<file path="src/rtl/core/msp_pkg.sv">
// msp_pkg: shared widths, constants and state encoding for the moving-sum
// percent-change block. No dependencies; imported by every module of the block.
package msp_pkg;

    localparam int unsigned DEF_MAX_WINDOW  = 256;
    localparam int unsigned DEF_SAMPLE_BITS = 16;

    localparam int unsigned SUM_BITS     = 24;
    localparam int unsigned PCT_BITS     = 32;
    localparam int unsigned WIN_CFG_BITS = 9;
    localparam logic [WIN_CFG_BITS-1:0] WIN_RESET = WIN_CFG_BITS'(7);

    localparam int unsigned FRAC_BITS  = 8;
    localparam int unsigned PCT_SCALE  = 100;
    localparam int unsigned SCALE_Q8   = PCT_SCALE << FRAC_BITS;
    localparam int unsigned SCALE_BITS = $clog2(SCALE_Q8 + 1);

    // |diff| * scale, quotient magnitude
    localparam int unsigned NUM_BITS = SUM_BITS + SCALE_BITS;
    localparam int unsigned CNT_BITS = $clog2(NUM_BITS + 1);

    localparam logic [PCT_BITS-1:0] PCT_MAX = {1'b0, {(PCT_BITS-1){1'b1}}};
    localparam logic [PCT_BITS-1:0] PCT_MIN = {1'b1, {(PCT_BITS-1){1'b0}}};

    typedef enum logic [2:0] {
        ST_IDLE,
        ST_SUM,
        ST_MUL,
        ST_START,
        ST_DIV,
        ST_EMIT
    } msp_state_t;

endpackage

</file>
<file path="src/rtl/core/msp_div.sv">
// msp_div: radix-2 restoring divider, one quotient bit per cycle.
// Depends on msp_pkg (NUM_BITS, SUM_BITS, CNT_BITS).
module msp_div (
    input  logic                          aclk,
    input  logic                          aresetn,
    input  logic                          start,
    input  logic [msp_pkg::NUM_BITS-1:0]  numer,
    input  logic [msp_pkg::SUM_BITS-1:0]  denom,
    output logic                          done,
    output logic [msp_pkg::NUM_BITS-1:0]  quotient
);
    import msp_pkg::*;

    logic [NUM_BITS-1:0] quo_reg;
    logic [SUM_BITS-1:0] rem_reg;
    logic [SUM_BITS-1:0] den_reg;
    logic [CNT_BITS-1:0] cnt_reg;
    logic                busy_reg;
    logic                done_reg;

    logic [SUM_BITS:0]   shifted;
    logic [SUM_BITS:0]   trial;
    logic                q_bit;

    always_comb begin
        shifted = {rem_reg, quo_reg[NUM_BITS-1]};
        trial   = shifted - {1'b0, den_reg};
        q_bit   = (shifted >= {1'b0, den_reg});
    end

    always_ff @(posedge aclk) begin
        if (!aresetn) begin
            busy_reg <= 1'b0;
            done_reg <= 1'b0;
            cnt_reg  <= '0;
        end else begin
            done_reg <= 1'b0;
            if (start) begin
                busy_reg <= 1'b1;
                cnt_reg  <= CNT_BITS'(NUM_BITS);
            end else if (busy_reg) begin
                cnt_reg <= cnt_reg - 1'b1;
                if (cnt_reg == CNT_BITS'(1)) begin
                    busy_reg <= 1'b0;
                    done_reg <= 1'b1;
                end
            end
        end
    end

    always_ff @(posedge aclk) begin
        if (start) begin
            quo_reg <= numer;
            rem_reg <= '0;
            den_reg <= denom;
        end else if (busy_reg) begin
            quo_reg <= {quo_reg[NUM_BITS-2:0], q_bit};
            rem_reg <= q_bit ? trial[SUM_BITS-1:0] : shifted[SUM_BITS-1:0];
        end
    end

    assign done     = done_reg;
    assign quotient = quo_reg;

endmodule

</file>
<file path="config.mk">
export PLATFORM = sky130hd
export DESIGN_NAME = msp_div
export DESIGN_NICKNAME = d
export VERILOG_FILES = /design/src/rtl/core/msp_pkg.sv /design/src/rtl/core/msp_div.sv
export SDC_FILE = /design/constraint.sdc
export NUM_CORES = 1
export LEC_CHECK = 0
export BUFFER_PORTS_ARGS = -buffer_cell sky130_fd_sc_hd__buf_2
export CAP_MARGIN = 15
export CORE_UTILIZATION = 59
export DETAILED_ROUTE_END_ITERATION = 10
export GPL_ROUTABILITY_DRIVEN = 1
export PLACE_DENSITY_LB_ADDON = 0.1
export SLEW_MARGIN = 10
export SYNTH_ARGS = -nofsm -noshare
export SYNTH_HDL_FRONTEND = slang
export SYNTH_SLANG_ARGS = --single-unit
</file>
<file path="constraint.sdc">
create_clock -name aclk -period 7.4 [get_ports aclk]
set_input_delay 0 -clock aclk [delete_from_list [all_inputs] [get_ports aclk]]
set_output_delay 0 -clock aclk [all_outputs]
set_load 0.02 [all_outputs]
</file>
* Word level (Yosys, flattened, before mapping)
Cells that the tools add are included.
** Word-level totals
- Flip-flop bits (word level) :: 95
- Input bits :: 66
- Output and inout bits :: 40
** Operators by class
- Add/subtract/negate cells :: 2
- Magnitude comparators :: 1
- Equality and inequality tests :: 1
- Muxes and demuxes :: 9
- Bitwise operators :: 2
- Reduce and logical (&&, ||, !) cells :: 3
** Operators with widths (number)
- two-way mux 39 bit :: 2
- >= comparator 25 x 24 -> 1 bit :: 1
- two-way mux 24 bit :: 1
- subtractor 24 bit :: 1
- two-way mux 6 bit :: 2
- == test 6 x 1 -> 1 bit, second input constant :: 1
- subtractor 6 x 1 -> 6 bit, second input constant :: 1
- two-way mux 1 bit :: 4
- OR reduction 3 bit :: 1
- NOT 1 bit :: 2
- nonzero test 2 bit :: 1
- OR reduction 2 bit :: 1

* Depth between registers and ports, before layout
- Word-level depth :: 4
- Depth in mapped cells :: 12
- Depth with buffers taken out :: 11

* Worst setup path before layout
No wires, ideal clock.
- Path kind :: reg-to-reg
- Start :: register den_reg[1]
- End :: register quo_reg[0], in the netlist quotient[0], data pin
- Arrival :: 2.456 ns
- Data required time :: 7.140 ns
- Path slack :: 4.684 ns
- Cell stages (with the launch flop) :: 11
- Buffers on the path :: 1
- Period minus slack after synthesis :: 2.716 ns
- Path through :: edfxtp_1 > inv_1 > ha_1 > nor2b_1 > o31a_1 > o31ai_4 > nand4b_4 > a311o_1 > a21o_1 > buf_6 > mux2_2
** Between the ends
- Cells in the longest elaborated chain, start to end :: 3
** Ends and longest elaborated chain
- start: declaration :: RTL line msp_div.sv:16 : logic [SUM_BITS-1:0] den_reg;
- start signal: assignment :: RTL line msp_div.sv:55 : den_reg <= denom;
- >= comparator 25 x 24 -> 1 bit :: RTL line msp_div.sv:28 : q_bit = (shifted >= {1'b0, den_reg});
- two-way mux 39 bit :: RTL line msp_div.sv:56 : end else if (busy_reg) begin
- two-way mux 39 bit :: RTL line msp_div.sv:52 : if (start) begin
- end signal: assignment :: RTL line msp_div.sv:53 : quo_reg <= numer;
- end signal: assignment :: RTL line msp_div.sv:57 : quo_reg <= {quo_reg[NUM_BITS-2:0], q_bit};
- end: declaration :: RTL line msp_div.sv:14 : logic [NUM_BITS-1:0] quo_reg;
No other way between the ends. The select of a mux whose other input is x is not followed.
A chain may end at the register's enable or synchronous reset.

* Worst setup path in the final report
- Start :: register den_reg[1]
- End :: register rem_reg[23]
** Between the ends
- Cells in the longest elaborated chain, start to end :: 2
** Ends and longest elaborated chain
- subtractor 24 bit or >= comparator 25 x 24 -> 1 bit (tied branches) :: RTL line msp_div.sv:27, msp_div.sv:28
- two-way mux 24 bit * :: RTL line msp_div.sv:58 : rem_reg <= q_bit ? trial[SUM_BITS-1:0] : shifted[SUM_BITS-1:0];
- end signal: assignment :: RTL line msp_div.sv:58
- end: declaration :: RTL line msp_div.sv:15 : logic [SUM_BITS-1:0] rem_reg;
Mark *: on every way between the ends. The rest lies on a longest branch, timed or not.

==> impl_metrics.csv <==
group,metric,value,unit
run_status,status,"complete, no violations",
clocking,postCtsSetupBuffers,0,
placement,post-place-ws,4.106,ns
worst_setup_path,r2r-end,"rem_reg[23]",
synth,syn_area_per_cell,11.34,µm²
global_route,grtUsageTotal,0.2784,
synth,synth_edf_count,63,
floorplanning,die_x,94.60,µm
clocking,tritoncts,"done",
floorplanning,start_util,0.6126,
synth,ys_seq_elements,95,
run,maxCapViolations,0,
global_route,antenna_found_initial,0,
sta,fmax,301.7,MHz
global_route,grt_pass1_vias,4027,
worst_setup_path,critical_path_required,7.62,ns
synth,yosys.area.top_type,"edfxtp_1",
synth,synth.top_cell.area_share,0.3740,
layout,nets,704,
worst_setup_path,r2r_start,"den_reg[1]",
worst_setup_path,crit_path_start_kind,"flip-flop",
sta,slew_headroom,0.3211,
synth,synth_ff_type,"edfxtp_1",
clocking,cts_buffers,9,
worst_setup_path,cp.arrival,3.53,ns
synth,ys_top_cells_by_area,"edfxtp_1 (37%), dfxtp_1 (13%), mux2_2 (8.7%)",
sta,final_critical_path_setup_slack,4.086,ns
sta,finalCriticalPeriod,3.314,ns
layout,fin_util,0.7891,
synth,ys_types,53,
placement,io_buffers,105,
synth,syn_inst,446,
layout,fillerInstances,553,
clocking,cts.sinks,95,
sta,rsz0062_at_grt,"false",
power,vdd_drop_max,0.1645,mV
layout,n_antenna_cell,0,
sta,setup_tns,0,ns
clocking,htreeDepth,3,
worst_setup_path,endpoint_kind,"flip-flop",
clocking,cts_root_buf,"clkbuf_8",
power,powerDensity,207.9,mW/mm²
sta,setup-violations-final,0,
layout,layout-drive-gt1-share,0.2695,
worst_setup_path,rrSetupSlack,4.09,ns
floorplanning,die_y,94.60,µm
sta,fin_skew,0.01698,ns
route,drc,0,
floorplanning,ioPinCount,106,
layout,layout.area.seq,0.002532,mm²
synth,syn_nets,539,
power,p_leak,2.726,nW
synth,ys_warn_count,0,
sta,period_share,0.4479,
sta,hold_violations,0,
route,drt-initial-drc-count,183,
sta,max_slew.worst_pin.slew,1.018,ns
placement,dpl.hpwl,6974,µm
power,power.total,0.001355,W
floorplanning,die_area,0.008948,mm²
worst_setup_path,cp_max_fo,20,
worst_setup_path,timing_worst_setup_path_type,"reg -> reg",
sta,worst_hold_slack,0.06172,ns
floorplanning,coreArea,0.008258,mm²
layout,area_growth,28.82,%
route,num_vias,4122,
route,ant_nets,0,
hold_path,min_to,"den_reg[7]",
layout,multi_input_comb_area,0.002322,mm²
global_route,grt_max_degree,74,
route,vias_per_cell,5.717,
clocking,clock_path_buffers,2,
floorplanning,num_rows,33,
global_route,grt_pass1_wl,18950,µm
route,wl,11810,µm
clocking,clk_pin_slew,0.10,ns
route,wl_per_cell,16.38,µm
synth,syn-cell-area,0.005059,mm²
worst_setup_path,reg2regPathDepth,10,
global_route,gr-total-overflow,0,
clocking,clock_latency,0.37,ns
hold_path,whs_path_depth,1,
layout,largest_register_ffs,39,
sta,slew_violations,0,
route,firstDrtPassIters,4,
synth,yosysSeqAreaShare,0.5006,
placement,gp_congestion,0.8813,
synth,async_flop_share,0,
hold_path,hold_path_startpoint,"start",
hold_path,min_path_type,"in -> reg",
-- worst max-delay path, cell delays in order (launching register included) --
cell	delay, ns
edfxtp_1	0.46
inv_1	0.08
ha_1	0.23
nor2b_1	0.14
o31a_1	0.29
o31ai_4	0.24
nand4b_4	0.17
a311o_1	0.46
a21o_1	0.55
nand2_1	0.39
o221ai_1	0.14
-- power by group --
part	total [W]	leakage [nW]	internal, W	switching [W]
clock	0.000359	0.103	0.000166	0.000193
sequential	0.000650	0.891	0.000622	0.0000282
combinational	0.000346	1.73	0.000155	0.000191
total	0.00135	2.73	0.000943	0.000412
-- logic make-up after synthesis --
logic type / count (synthesis) / share of synthesized area
adder cells (fa/ha/maj): 27 / 0.06827
XOR/XNOR: 24 / 0.04155
flip-flops: 95 / 0.5006
multiplexers: 53 / 0.1145
AND/OR/NAND/NOR: 96 / 0.09621
AO/OA/AOI/OAI: 99 / 0.1385
buffers and inverters: 52 / 0.04032
-- cell type report --
cell class / count / share of cell area
multi-input combinational: 299 / 0.3564
sequential: 95 / 0.3886
clock buffer: 12 / 0.02727
tap: 105 / 0.02016
clock inverter: 4 / 0.005184
inverter: 34 / 0.01959
timing repair buffer: 172 / 0.1828
-- cell usage after synthesis (2+ instances only) --
master,n
o211ai_1,5
o21ai_0,14
and4_1,4
nand3_1,5
o21a_1,7
inv_1,33
mux2i_1,14
a31oi_1,3
clkbuf_1,14
nor3_1,4
nand2_1,26
buf_1,2
xnor2_1,12
a41oi_1,3
mux2_2,39
o21bai_1,2
dfxtp_1,32
o221ai_1,5
edfxtp_1,63
nand2b_1,9
a211o_1,2
o211a_1,2
ha_1,26
xor2_1,12
nand4_1,2
a21o_1,3
a311o_1,2
nand4b_1,4
a21oi_1,24
a311oi_1,2
a211oi_1,15
nor2b_1,4
nor2_1,31
nor4_1,2
-- what timing repair did --
item	4_1_cts	5_1_grt
gates resized for setup	0	0
hold buffers	64	0
endpoints found under the setup margin	0	0
endpoints found under the hold margin	71	0
-- cells in the final DEF (no fill, tap or decap), drive strengths merged, types with 2 or more instances in the layout --
| cell type | count |
|---|---|
| inv | 34 |
| nor4 | 2 |
| mux2 | 39 |
| clkbuf | 12 |
| and4 | 4 |
| nand2b | 9 |
| o21ai | 14 |
| buf | 108 |
| a311oi | 3 |
| nor3 | 4 |
| nand2 | 26 |
| nor2b | 4 |
| a211oi | 15 |
| ha | 26 |
| o211ai | 5 |
| nand4 | 2 |
| a211o | 2 |
| o221ai | 5 |
| xnor2 | 12 |
| nor2 | 31 |
| o211a | 2 |
| nand4b | 5 |
| edfxtp | 63 |
| a21oi | 25 |
| dlygate4sd3 | 64 |
| xor2 | 12 |
| a311o | 2 |
| clkinv | 3 |
| dfxtp | 32 |
| a21o | 3 |
| o21bai | 2 |
| o21a | 7 |
| mux2i | 14 |
| a31oi | 3 |
| a41oi | 3 |
| nand3 | 5 |
-- metrics by stage --
step | cells | area, µm²
final | 721 | 6516
after global routing | 721 | 6516
after CTS | 721 | 6516
after detailed placement | 641 | 5664
after global placement | 641 | 5664
after floorplan | 446 | 5059
-- worst max-delay path by stage --
| stage | startpoint | end | slack (ns) | cells past startpoint |
|---|---|---|---|---|
| after detailed placement | den_reg[1] | quotient[0] | 4.11 | 9 |
| after global placement | den_reg[1] | quotient[0] | 4.20 | 9 |
| after floorplan | den_reg[1] | quotient[0] | 4.68 | 10 |
| after CTS | den_reg[1] | rem_reg[23] | 4.11 | 10 |
| after global routing | den_reg[1] | rem_reg[19] | 3.85 | 10 |
| final | den_reg[1] | rem_reg[23] | 4.09 | 10 |
-- layer usage --
metal,GRT usage,share of wire
met1,0.3269,0.41
met2,0.5030,0.52
met3,0.05233,0.045
met4,0.1048,0.021
met5,0,0
(Power assumes the default switching activity.)
